--- config.mk ---
export PLATFORM = sky130hd
export DESIGN_NAME = adsr_envelope_sample_scaler_core
export DESIGN_NICKNAME = d
export VERILOG_FILES = /design/src/rtl/aess_pkg.sv /design/src/rtl/aess_env.sv /design/src/rtl/adsr_envelope_sample_scaler_core.sv
export SDC_FILE = /design/constraint.sdc
export NUM_CORES = 2
export LEC_CHECK = 0
export ABC_AREA = 1
export BUFFER_PORTS_ARGS = -buffer_cell sky130_fd_sc_hd__buf_4
export CAP_MARGIN = 20
export CORE_ASPECT_RATIO = 1.2
export CORE_MARGIN = 1
export CORE_UTILIZATION = 55
export CTS_CLUSTER_DIAMETER = 150
export CTS_CLUSTER_SIZE = 28
export DETAILED_ROUTE_END_ITERATION = 7
export PLACE_DENSITY = 0.74
export REMOVE_ABC_BUFFERS = 1
export SLEW_MARGIN = 20
export SYNTH_ARGS = -nofsm -noshare
export SYNTH_HDL_FRONTEND = slang
export SYNTH_SLANG_ARGS = --single-unit
--- constraint.sdc ---
create_clock -name clk -period 23.5 [get_ports clk]
set_input_delay 1.175 -clock clk [delete_from_list [all_inputs] [get_ports clk]]
set_output_delay 1.175 -clock clk [all_outputs]
set_load 0.01 [all_outputs]
--- src/rtl/aess_pkg.sv ---
// Package for the ADSR envelope sample scaler: widths, codes, config struct.
// Used by every module of the block; depends on nothing.
`timescale 1ns / 1ps
`default_nettype none
package aess_pkg;

    localparam int CHANNELS        = 2;
    localparam int DEF_SAMPLE_BITS = 16;
    localparam int LEVEL_W         = 24;
    localparam int FRAC_BITS       = 23;
    localparam int RECIP_W         = 33;
    localparam int CFG_DATA_W      = 33;
    localparam int CFG_IDX_W       = 3;
    localparam int OP_W            = 2;

    localparam logic [LEVEL_W-1:0] FULL_SCALE = 24'h800000;
    localparam logic [RECIP_W-1:0] RECIP_ONE  = 33'h1_0000_0000;

    typedef enum logic [OP_W-1:0] {
        OP_SAMPLE   = 2'd0,
        OP_NOTE_ON  = 2'd1,
        OP_NOTE_OFF = 2'd2
    } op_t;

    typedef enum logic [2:0] {
        PH_IDLE    = 3'd0,
        PH_ATTACK  = 3'd1,
        PH_DECAY   = 3'd2,
        PH_SUSTAIN = 3'd3,
        PH_RELEASE = 3'd4
    } phase_t;

    typedef enum logic [CFG_IDX_W-1:0] {
        CFG_ATTACK_STEP   = 3'd0,
        CFG_DECAY_STEP    = 3'd1,
        CFG_SUSTAIN_LEVEL = 3'd2,
        CFG_RELEASE_RECIP = 3'd3,
        CFG_RETRIGGER     = 3'd4,
        CFG_DECAY_ENABLED = 3'd5
    } cfg_idx_t;

    typedef struct packed {
        logic [LEVEL_W-1:0] attack_step;
        logic [LEVEL_W-1:0] decay_step;
        logic [LEVEL_W-1:0] sustain_level;
        logic [RECIP_W-1:0] release_recip;
        logic               retrigger;
        logic               decay_enabled;
    } env_cfg_t;

endpackage
`default_nettype wire

--- src/rtl/aess_env.sv ---
// Envelope state machine: phase, level and release step, advanced once per beat.
// Depends on aess_pkg.
`timescale 1ns / 1ps
`default_nettype none
module aess_env
    import aess_pkg::*;
(
    input  wire logic               clk,
    input  wire logic               rst_n,
    input  wire env_cfg_t           cfg,
    input  wire logic               step,
    input  wire logic [OP_W-1:0]    op,
    output logic      [LEVEL_W-1:0] level,
    output logic                    done
);

    phase_t             phase_reg;
    phase_t             phase_next;
    logic [LEVEL_W-1:0] level_reg;
    logic [LEVEL_W-1:0] level_next;
    logic [LEVEL_W-1:0] rel_reg;
    logic [LEVEL_W-1:0] rel_next;

    logic [LEVEL_W-1:0]    sus;
    logic [LEVEL_W-1:0]    peak;
    logic [LEVEL_W:0]      atk_sum;
    logic                  atk_over;
    logic [LEVEL_W:0]      dec_diff;
    logic                  dec_under;
    logic                  rel_end;
    logic [LEVEL_W+31:0]   rel_prod;
    logic [LEVEL_W:0]      rel_sum;
    logic [LEVEL_W-1:0]    rel_sat;

    assign sus  = (cfg.sustain_level > FULL_SCALE) ? FULL_SCALE : cfg.sustain_level;
    assign peak = cfg.decay_enabled ? FULL_SCALE : sus;

    assign atk_sum  = {1'b0, level_reg} + {1'b0, cfg.attack_step};
    assign atk_over = atk_sum > {1'b0, peak};

    assign dec_diff  = {1'b0, level_reg} - {1'b0, cfg.decay_step};
    assign dec_under = dec_diff[LEVEL_W] || (dec_diff[LEVEL_W-1:0] < sus);

    assign rel_end = level_reg <= rel_reg;

    // The 33-bit reciprocal is split into its fractional word and its integer bit.
    assign rel_prod = {{32{1'b0}}, level_reg}
                    * {{LEVEL_W{1'b0}}, cfg.release_recip[RECIP_W-2:0]};
    assign rel_sum  = {1'b0, rel_prod[LEVEL_W+31:32]}
                    + (cfg.release_recip[RECIP_W-1] ? {1'b0, level_reg} : {(LEVEL_W+1){1'b0}});
    assign rel_sat  = rel_sum[LEVEL_W] ? {LEVEL_W{1'b1}} : rel_sum[LEVEL_W-1:0];

    always_comb
    begin
        phase_next = phase_reg;
        case (op_t'(op))
            OP_NOTE_ON:
            begin
                phase_next = PH_ATTACK;
            end
            OP_NOTE_OFF:
            begin
                phase_next = PH_RELEASE;
            end
            OP_SAMPLE:
            begin
                unique case (phase_reg)
                    PH_ATTACK:
                    begin
                        if (atk_over)
                        begin
                            phase_next = cfg.decay_enabled ? PH_DECAY : PH_SUSTAIN;
                        end
                    end
                    PH_DECAY:
                    begin
                        if (dec_under)
                        begin
                            phase_next = PH_SUSTAIN;
                        end
                    end
                    PH_RELEASE:
                    begin
                        if (rel_end)
                        begin
                            phase_next = PH_IDLE;
                        end
                    end
                    default:
                    begin
                        phase_next = phase_reg;
                    end
                endcase
            end
            default:
            begin
                phase_next = phase_reg;
            end
        endcase
    end

    always_comb
    begin
        level_next = level_reg;
        rel_next   = rel_reg;
        done       = 1'b0;
        case (op_t'(op))
            OP_NOTE_ON:
            begin
                if (cfg.retrigger)
                begin
                    level_next = '0;
                end
            end
            OP_NOTE_OFF:
            begin
                rel_next = rel_sat;
            end
            OP_SAMPLE:
            begin
                unique case (phase_reg)
                    PH_ATTACK:
                    begin
                        level_next = atk_over ? peak : atk_sum[LEVEL_W-1:0];
                    end
                    PH_DECAY:
                    begin
                        level_next = dec_under ? sus : dec_diff[LEVEL_W-1:0];
                    end
                    PH_RELEASE:
                    begin
                        level_next = rel_end ? '0 : (level_reg - rel_reg);
                        done       = rel_end;
                    end
                    PH_IDLE:
                    begin
                        level_next = '0;
                    end
                    default:
                    begin
                        level_next = sus;
                    end
                endcase
            end
            default:
            begin
                level_next = level_reg;
            end
        endcase
    end

    assign level = level_next;

    always_ff @(posedge clk or negedge rst_n)
    begin
        if (!rst_n)
        begin
            phase_reg <= PH_IDLE;
            level_reg <= '0;
            rel_reg   <= '0;
        end
        else if (step)
        begin
            phase_reg <= phase_next;
            level_reg <= level_next;
            rel_reg   <= rel_next;
        end
    end

endmodule
`default_nettype wire

--- src/rtl/adsr_envelope_sample_scaler_core.sv ---
// Top level of the ADSR envelope sample scaler: config registers, pipeline, scaling.
// Depends on aess_pkg and aess_env.
//
//   channel   signals                                      direction
//   input     in_valid, in_stall, op, sample_left/right    beat in
//   output    out_valid, out_stall, out_left/right,
//             env_value, voice_done                        beat out
//   config    cfg_wr_en, cfg_index, cfg_data               write only
//
// One beat per cycle while no stall holds the pipeline; a sample beat is registered at each stage.
// The stages are the input register, the envelope update and the channel multipliers.
// Note beats update the envelope and give no result.
// Reset clears all valid flags, the envelope state and loads the config defaults.
// A stall on the output ripples back only through stages that hold a beat.
`timescale 1ns / 1ps
`default_nettype none
module adsr_envelope_sample_scaler_core
    import aess_pkg::*;
#(
    parameter int SAMPLE_BITS = DEF_SAMPLE_BITS
)
(
    input  wire logic                          clk,
    input  wire logic                          rst_n,
    input  wire logic                          in_valid,
    output logic                               in_stall,
    input  wire logic        [OP_W-1:0]        op,
    input  wire logic signed [SAMPLE_BITS-1:0] sample_left,
    input  wire logic signed [SAMPLE_BITS-1:0] sample_right,
    output logic                               out_valid,
    input  wire logic                          out_stall,
    output logic signed      [SAMPLE_BITS-1:0] out_left,
    output logic signed      [SAMPLE_BITS-1:0] out_right,
    output logic             [LEVEL_W-1:0]     env_value,
    output logic                               voice_done,
    input  wire logic                          cfg_wr_en,
    input  wire logic        [CFG_IDX_W-1:0]   cfg_index,
    input  wire logic        [CFG_DATA_W-1:0]  cfg_data
);

    env_cfg_t cfg_reg;

    logic                          s1_valid_reg;
    logic [OP_W-1:0]               s1_op_reg;
    logic signed [SAMPLE_BITS-1:0] s1_smp_reg [CHANNELS];

    logic                          s2_valid_reg;
    logic signed [SAMPLE_BITS-1:0] s2_smp_reg [CHANNELS];
    logic [LEVEL_W-1:0]            s2_level_reg;
    logic                          s2_done_reg;

    logic                          out_valid_reg;
    logic signed [SAMPLE_BITS-1:0] out_smp_reg [CHANNELS];
    logic [LEVEL_W-1:0]            out_level_reg;
    logic                          out_done_reg;

    logic                          ready_out;
    logic                          ready2;
    logic                          ready1;
    logic                          env_step;
    logic [LEVEL_W-1:0]            env_level;
    logic                          env_done;
    logic signed [SAMPLE_BITS-1:0] scaled [CHANNELS];

    always_ff @(posedge clk or negedge rst_n)
    begin
        if (!rst_n)
        begin
            cfg_reg.attack_step   <= FULL_SCALE;
            cfg_reg.decay_step    <= '0;
            cfg_reg.sustain_level <= FULL_SCALE;
            cfg_reg.release_recip <= RECIP_ONE;
            cfg_reg.retrigger     <= 1'b0;
            cfg_reg.decay_enabled <= 1'b1;
        end
        else if (cfg_wr_en)
        begin
            unique case (cfg_idx_t'(cfg_index))
                CFG_ATTACK_STEP:   cfg_reg.attack_step   <= cfg_data[LEVEL_W-1:0];
                CFG_DECAY_STEP:    cfg_reg.decay_step    <= cfg_data[LEVEL_W-1:0];
                CFG_SUSTAIN_LEVEL: cfg_reg.sustain_level <= cfg_data[LEVEL_W-1:0];
                CFG_RELEASE_RECIP: cfg_reg.release_recip <= cfg_data[RECIP_W-1:0];
                CFG_RETRIGGER:     cfg_reg.retrigger     <= cfg_data[0];
                CFG_DECAY_ENABLED: cfg_reg.decay_enabled <= cfg_data[0];
                default:           cfg_reg <= cfg_reg;
            endcase
        end
    end

    assign ready_out = !out_valid_reg || !out_stall;
    assign ready2    = !s2_valid_reg || ready_out;
    assign ready1    = !s1_valid_reg || ready2;
    assign in_stall  = !ready1;
    assign env_step  = s1_valid_reg && ready2;

    always_ff @(posedge clk or negedge rst_n)
    begin
        if (!rst_n)
        begin
            s1_valid_reg  <= 1'b0;
            s2_valid_reg  <= 1'b0;
            out_valid_reg <= 1'b0;
        end
        else
        begin
            if (ready1)
            begin
                s1_valid_reg <= in_valid;
            end
            if (ready2)
            begin
                s2_valid_reg <= s1_valid_reg && (op_t'(s1_op_reg) == OP_SAMPLE);
            end
            if (ready_out)
            begin
                out_valid_reg <= s2_valid_reg;
            end
        end
    end

    always_ff @(posedge clk)
    begin
        if (in_valid && ready1)
        begin
            s1_op_reg     <= op;
            s1_smp_reg[0] <= sample_left;
            s1_smp_reg[1] <= sample_right;
        end
        if (env_step)
        begin
            s2_smp_reg   <= s1_smp_reg;
            s2_level_reg <= env_level;
            s2_done_reg  <= env_done;
        end
        if (s2_valid_reg && ready_out)
        begin
            out_smp_reg   <= scaled;
            out_level_reg <= s2_level_reg;
            out_done_reg  <= s2_done_reg;
        end
    end

    aess_env u_env
    (
        .clk   (clk),
        .rst_n (rst_n),
        .cfg   (cfg_reg),
        .step  (env_step),
        .op    (s1_op_reg),
        .level (env_level),
        .done  (env_done)
    );

    for (genvar g = 0; g < CHANNELS; g++)
    begin : g_lane
        logic signed [SAMPLE_BITS+LEVEL_W:0] prod;

        assign prod      = s2_smp_reg[g] * $signed({1'b0, s2_level_reg});
        assign scaled[g] = prod[SAMPLE_BITS+FRAC_BITS-1:FRAC_BITS];
    end

    assign out_valid  = out_valid_reg;
    assign out_left   = out_smp_reg[0];
    assign out_right  = out_smp_reg[1];
    assign env_value  = out_level_reg;
    assign voice_done = out_done_reg;

endmodule
`default_nettype wire

# ---- Word-level counts from Yosys, hierarchy flattened
# Cells that the tools add are included.
dict set report totals {
  ff_bits 309
  in_bits 75
  output_inout_bits 59
  wordCells 90
}
dict set report classes {
  n_addsub 4
  mul 3
  magnitude_cmp 4
  n_eq_ne 14
  muxes 16
  reduce_logical 26
}
# op count
set ops {}
lappend ops {{$mux 24} 8}
lappend ops {{$pmux 24 s4} 1}
lappend ops {{$mul 16x25->39} 2}
lappend ops {{$mul 24x32->56} 1}
lappend ops {{$pmux 24 s2} 1}
lappend ops {{$add 24x24->25} 1}
lappend ops {{$add 24x25->25} 1}
lappend ops {{$gt 25x24->1} 1}
lappend ops {{$sub 24x24->25} 1}
lappend ops {{$gt 24x24->1 const B} 1}
lappend ops {{$le 24x24->1} 1}
lappend ops {{$lt 24x24->1} 1}
lappend ops {{$sub 24x24->24} 1}
lappend ops {{$pmux 3 s3} 2}
lappend ops {{$reduce_and 2->1} 8}
lappend ops {{$eq 3x2->1 const B} 3}
lappend ops {{$eq 3x3->1 const B} 3}
lappend ops {{$mux 3} 3}
lappend ops {{$ne 3x2->1 const B} 3}
lappend ops {{$eq 3x1->1 const B} 2}
lappend ops {{$logic_not 3->1} 2}
lappend ops {{$reduce_and 6->1} 1}
lappend ops {{$logic_not 1->1} 5}
lappend ops {{$logic_and 1x1->1} 4}
lappend ops {{7 further kinds} 10}

# ---- Longest topological paths before layout
dict set report logic_depth {
  word_depth 7
  mapped_depth 41
  mapped_depth_nobuf 39
}

# ---- Hierarchy
# A second synthesis with hierarchy kept.
dict set report hier_totals {
  cells_unflattened 9194
  hier_area_um2 70217.3
}
# module n_inst cells_per_inst area_each_um2 seq_area_each_um2
set by_module_without_submodules {}
lappend by_module_without_submodules {aess_env 1 5066 35590.4 1276.2}
lappend by_module_without_submodules {adsr_envelope_sample_scaler_core 1 4128 34627.0 7201.9}

# ---- Worst setup path after synthesis
# OpenSTA, ideal clock, no wires.
dict set report synth_path {
  path_type {register -> register}
  from {register u_env.level_reg[3]}
  to {register u_env.rel_reg[0]}
  setup_ns 0.120
  t_arrival_ns 7.922
  required_time_ns 23.380
  path_slack_ns 15.459
  stages_incl_launch_ff 38
  path_buffers 3
  period_less_slack_ns 8.041
  cell_sequence {dfrtp_1 -> clkbuf_1 -> clkbuf_1 -> nand2_1 -> fa_1 -> inv_1 -> fa_1 -> fa_1 -> inv_1 -> fa_1 -> inv_1 -> fa_1 -> fa_1 -> inv_1 -> fa_1 -> inv_1 -> ha_1 -> a21oi_1 -> [2 not listed] -> o21ai_0 -> a31oi_1 -> nand3_1 -> nand2_1 -> o211ai_1 -> a21boi_0 -> xnor2_1 -> ha_1 -> a21oi_1 -> o21ai_0 -> a21oi_1 -> nand3_1 -> a31o_2 -> a221oi_2 -> buf_2 -> nand2_1 -> o21ai_0 -> inv_1}
}
dict set report synth_via {
  elab_chain_len 3
  elab_cells_between_ends 4
  classes_between {1 x add/sub; 1 x mul; 2 x mux}
}
# element line
set synth_rtl {}
lappend synth_rtl {{start: declaration} aess_env.sv:19} ;# logic [LEVEL_W-1:0] level_reg;
lappend synth_rtl {{start signal: assignment} aess_env.sv:165} ;# level_reg <= level_next;
lappend synth_rtl {{$mul 24x32->56 or $mux 24 (tied branches)} {aess_env.sv:48, aess_env.sv:50}}
lappend synth_rtl {{$add 24x25->25 (*)} aess_env.sv:50} ;# + (cfg.release_recip[RECIP_W-1] ? {1'b0, level_reg} : {(LEVEL_W+1){1'b0}});
lappend synth_rtl {{$mux 24 (*)} aess_env.sv:51} ;# assign rel_sat = rel_sum[LEVEL_W] ? {LEVEL_W{1'b1}} : rel_sum[LEVEL_W-1:0];
lappend synth_rtl {{end signal: assignment} aess_env.sv:166} ;# rel_reg <= rel_next;
lappend synth_rtl {{end: declaration} aess_env.sv:21} ;# logic [LEVEL_W-1:0] rel_reg;
# Every way passes the cells marked *; elsewhere a longest branch is shown, timed or not.
# A chain may end at the register's enable or synchronous reset.

# ---- Worst setup path in the final report
dict set report layout_path {
  from {register cfg_reg[28] in the netlist's numbering}
  to {register u_env.rel_reg[21]}
}
dict set report layout_via {
  elab_chain_len 3
}
# element line
set layout_rtl {}
lappend layout_rtl {{start: declaration} adsr_envelope_sample_scaler_core.sv:41} ;# env_cfg_t cfg_reg;
lappend layout_rtl {{start signal: assignment} adsr_envelope_sample_scaler_core.sv:85} ;# default: cfg_reg <= cfg_reg;
lappend layout_rtl {{$mul 24x32->56} aess_env.sv:48} ;# * {{LEVEL_W{1'b0}}, cfg.release_recip[RECIP_W-2:0]};
lappend layout_rtl {{$add 24x25->25} aess_env.sv:50}
lappend layout_rtl {{$mux 24} aess_env.sv:51}
# Every way passes these cells.

==> out/metrics.yaml <==
status: "finished, final reports clean"
grt_antenna_before_repair: 6
slew_headroom_pct: 19.9
cts_tree: "done"
wl_um: 206000
fmax_mhz: 107
gp_congestion: 0.968
setup_tns_ps: 0
syn_inst: 8582
hold_class: "reg2reg"
final-setup-viol-count: 0
drive_above_1_share_pct: 4.02
r2r-start: "cfg_reg[28]$_DFFE_PN0P_"
slowest_delay_ps: 1030
worst_ep_required_time_ps: 24000
numPortBuffers: 133
finalMaxSlewViolations: 0
cts_sinks: 309
start_util_pct: 55.7
overflow: 0
ys_seq_area_share_pct: 12.5
crit_type: "reg2reg"
viasPerCell: 5.48
fin_crit_ps: 9320
cts_resized: 0
skew_ps: 26.4
cts_made_buffers: 17
ys_ff_latch: 309
clock_latency_ps: 610
critPathArrivalTime_ps: 9830
wl_per_cell_um: 20.3
grt_max_degree: 68
dieHeight_um: 387
root_buffer: "clkbuf_16"
path_clk_slew_ps: 100
fp.coreArea_sq_um: 122000
synth.avg_cell_area_sq_um: 7.93
cts_hold_buf: 0
worstHoldStart: "s1_smp_reg[25]$_DFFE_PP_"
critical-path-top-delay-family: "adder cells"
vias: 55400
worst_setup_path_start_kind: "flip-flop"
tightest_slew_ps: 1200
synthArstFlopShare_pct: 52.1
grt_pass1_vias: 59400
hold_end: "s2_smp_reg[25]$_DFFE_PP_"
grt_usage_pct: 34.0
area_growth_pct: 4.39
dpl.hpwl_um: 156000
cpMaxStageDelayCell: "dfrtp_1"
synth_edf_count: 148
min_path_cells: 0
ys_warn_count: 0
drtAntennaViolNets: 0
hold_violations: 0
netlist_area_sq_um: 68000
final_nets: 10400
period_share_pct: 39.7
drtIter0Drc: 4298
drv_cap: 0
crit_path_end_kind: "flip-flop"
drc: 0
grt_pass1_wl_um: 324000
die_area_sq_um: 125000
die_x_um: 323
num_io_pins: 134
r2r_end: "u_env.rel_reg[21]$_DFFE_PN0P_"
row_count: 140
drtPass1Iterations: 8
synth_cell_types: 67
crit_fanout: 25
rsz0062_at_grt: "no"
cpMostUsedCell: "fa_1"
rr_worst_depth: 34
reg2reg_slack_ps: 14180
largest_reg_flops: 107
synthFlopType: "dfrtp_1"
cts_max_path_buffers: 3
cts_setup_buffers: 0
cts_max_level: 1
critPathBufInv: 5
cell usage after synthesis (4+ instances only):
cell / n / area share, %
inv_1: 2344 / 13
nand2_1: 2307 / 13
fa_1: 1271 / 37
ha_1: 569 / 10
clkbuf_1: 338 / 1.9
a21oi_1: 301 / 2.2
nor2_1: 251 / 1.4
o21ai_0: 219 / 1.6
nand3_1: 158 / 1.2
dfrtp_1: 157 / 5.8
edfxtp_1: 148 / 6.5
xor2_1: 103 / 1.3
xnor2_1: 49 / 0.63
nand4_1: 38 / 0.35
buf_1: 27 / 0.15
nor3_1: 25 / 0.18
a21o_1: 20 / 0.22
nor4_1: 19 / 0.17
o21a_1: 19 / 0.21
a22oi_1: 17 / 0.19
o21ai_1: 17 / 0.13
o21bai_1: 17 / 0.19
nand2_2: 14 / 0.13
nand3b_1: 13 / 0.14
a31oi_1: 12 / 0.11
o211ai_1: 12 / 0.13
buf_2: 10 / 0.074
mux2_2: 9 / 0.15
a211oi_1: 7 / 0.077
nand2_4: 7 / 0.12
inv_2: 5 / 0.028
a21boi_0: 4 / 0.044
a221oi_1: 4 / 0.052
and3_1: 4 / 0.037
buf_4: 4 / 0.044
dfstp_2: 4 / 0.15
nand3_2: 4 / 0.059
o2111ai_1: 4 / 0.052
o221ai_1: 4 / 0.052
or2_2: 4 / 0.037
placed cells by master (no fill, tap or decap), types with 5 or more instances in the layout:
cell type	instances
nor2_1	250
edfxtp_1	148
o21a_1	19
a21o_1	20
o21bai_1	17
fa_1	1271
nand2_2	15
nand4_1	38
dfrtp_1	155
a21oi_1	300
xor2_1	103
inv_1	2344
nor4_1	19
ha_1	569
nand2_1	2306
o21ai_0	219
o21ai_1	17
a211oi_1	7
o211ai_1	12
buf_4	227
a22oi_1	17
nand3_1	157
xnor2_1	48
nand2_4	7
buf_8	6
mux2_2	9
nand3_2	5
a31oi_1	12
inv_2	5
clkbuf_16	17
clkbuf_1	6
diode_2	6
nand3b_1	13
nor3_1	24
layout make-up:
cell class	count	area [sq um]
tap	1633	2040
clock buffer	23	448
inverter	2352	8830
clock inverter	6	110
antenna	6	15.0
timing repair buffer	234	1810
sequential	309	8480
multi-input combinational	5539	49300
fill	11100	51100
worst max path at each step:
stage,from,end,cells past startpoint
after global routing,cfg_reg[28]$_DFFE_PN0P_,u_env.rel_reg[21]$_DFFE_PN0P_,34
final,cfg_reg[28]$_DFFE_PN0P_,u_env.rel_reg[21]$_DFFE_PN0P_,34
after CTS,cfg_reg[28]$_DFFE_PN0P_,u_env.rel_reg[21]$_DFFE_PN0P_,34
after detailed placement,cfg_reg[28]$_DFFE_PN0P_,u_env.rel_reg[21]$_DFFE_PN0P_,34
after floorplan,u_env.level_reg[1]$_DFFE_PN0P_,u_env.rel_reg[18]$_DFFE_PN0P_,33
after global placement,cfg_reg[25]$_DFFE_PN0P_,u_env.rel_reg[21]$_DFFE_PN0P_,34
logic make-up (layout without fill, tap and decap cells):
kind of cell,Yosys count,in the layout,synth area share [%]
AO/OA/AOI/OAI,680,680,5.62
XOR/XNOR,152,152,1.96
adder cells (fa/ha/maj),1840,1840,47.9
buffers and inverters,2734,2615,15.2
flip-flops,309,309,12.5
multiplexers,9,9,0.149
other,0,6,0
AND/OR/NAND/NOR,2858,2858,16.8
layer usage:
| metal | wire, um | up-vias | track usage [%] |
|---|---|---|---|
| li1 | - | 24700 | - |
| met5 | 22 | - | 0 |
| met2 | 99500 | 2679 | 57.7 |
| met4 | 15700 | 4 | 21.8 |
| met3 | 18100 | 798 | 5.89 |
| met1 | 72100 | 27200 | 39.5 |
through the flow:
stage	instance area [sq um]	setup WS, ps	hold WS [ps]	instances	utilization, %
floorplan	66500	14890	400	8200	-
global placement	70300	14550	401	10100	57.6
detailed placement	70300	14230	405	10100	57.6
CTS	70900	14190	429	10100	58.1
global route	71000	13590	436	10100	58.1
finish	71000	14180	429	10100	58.2
Power is not shown: default switching activity piles up to over one toggle a cycle in this logic, so the estimate is an artifact.
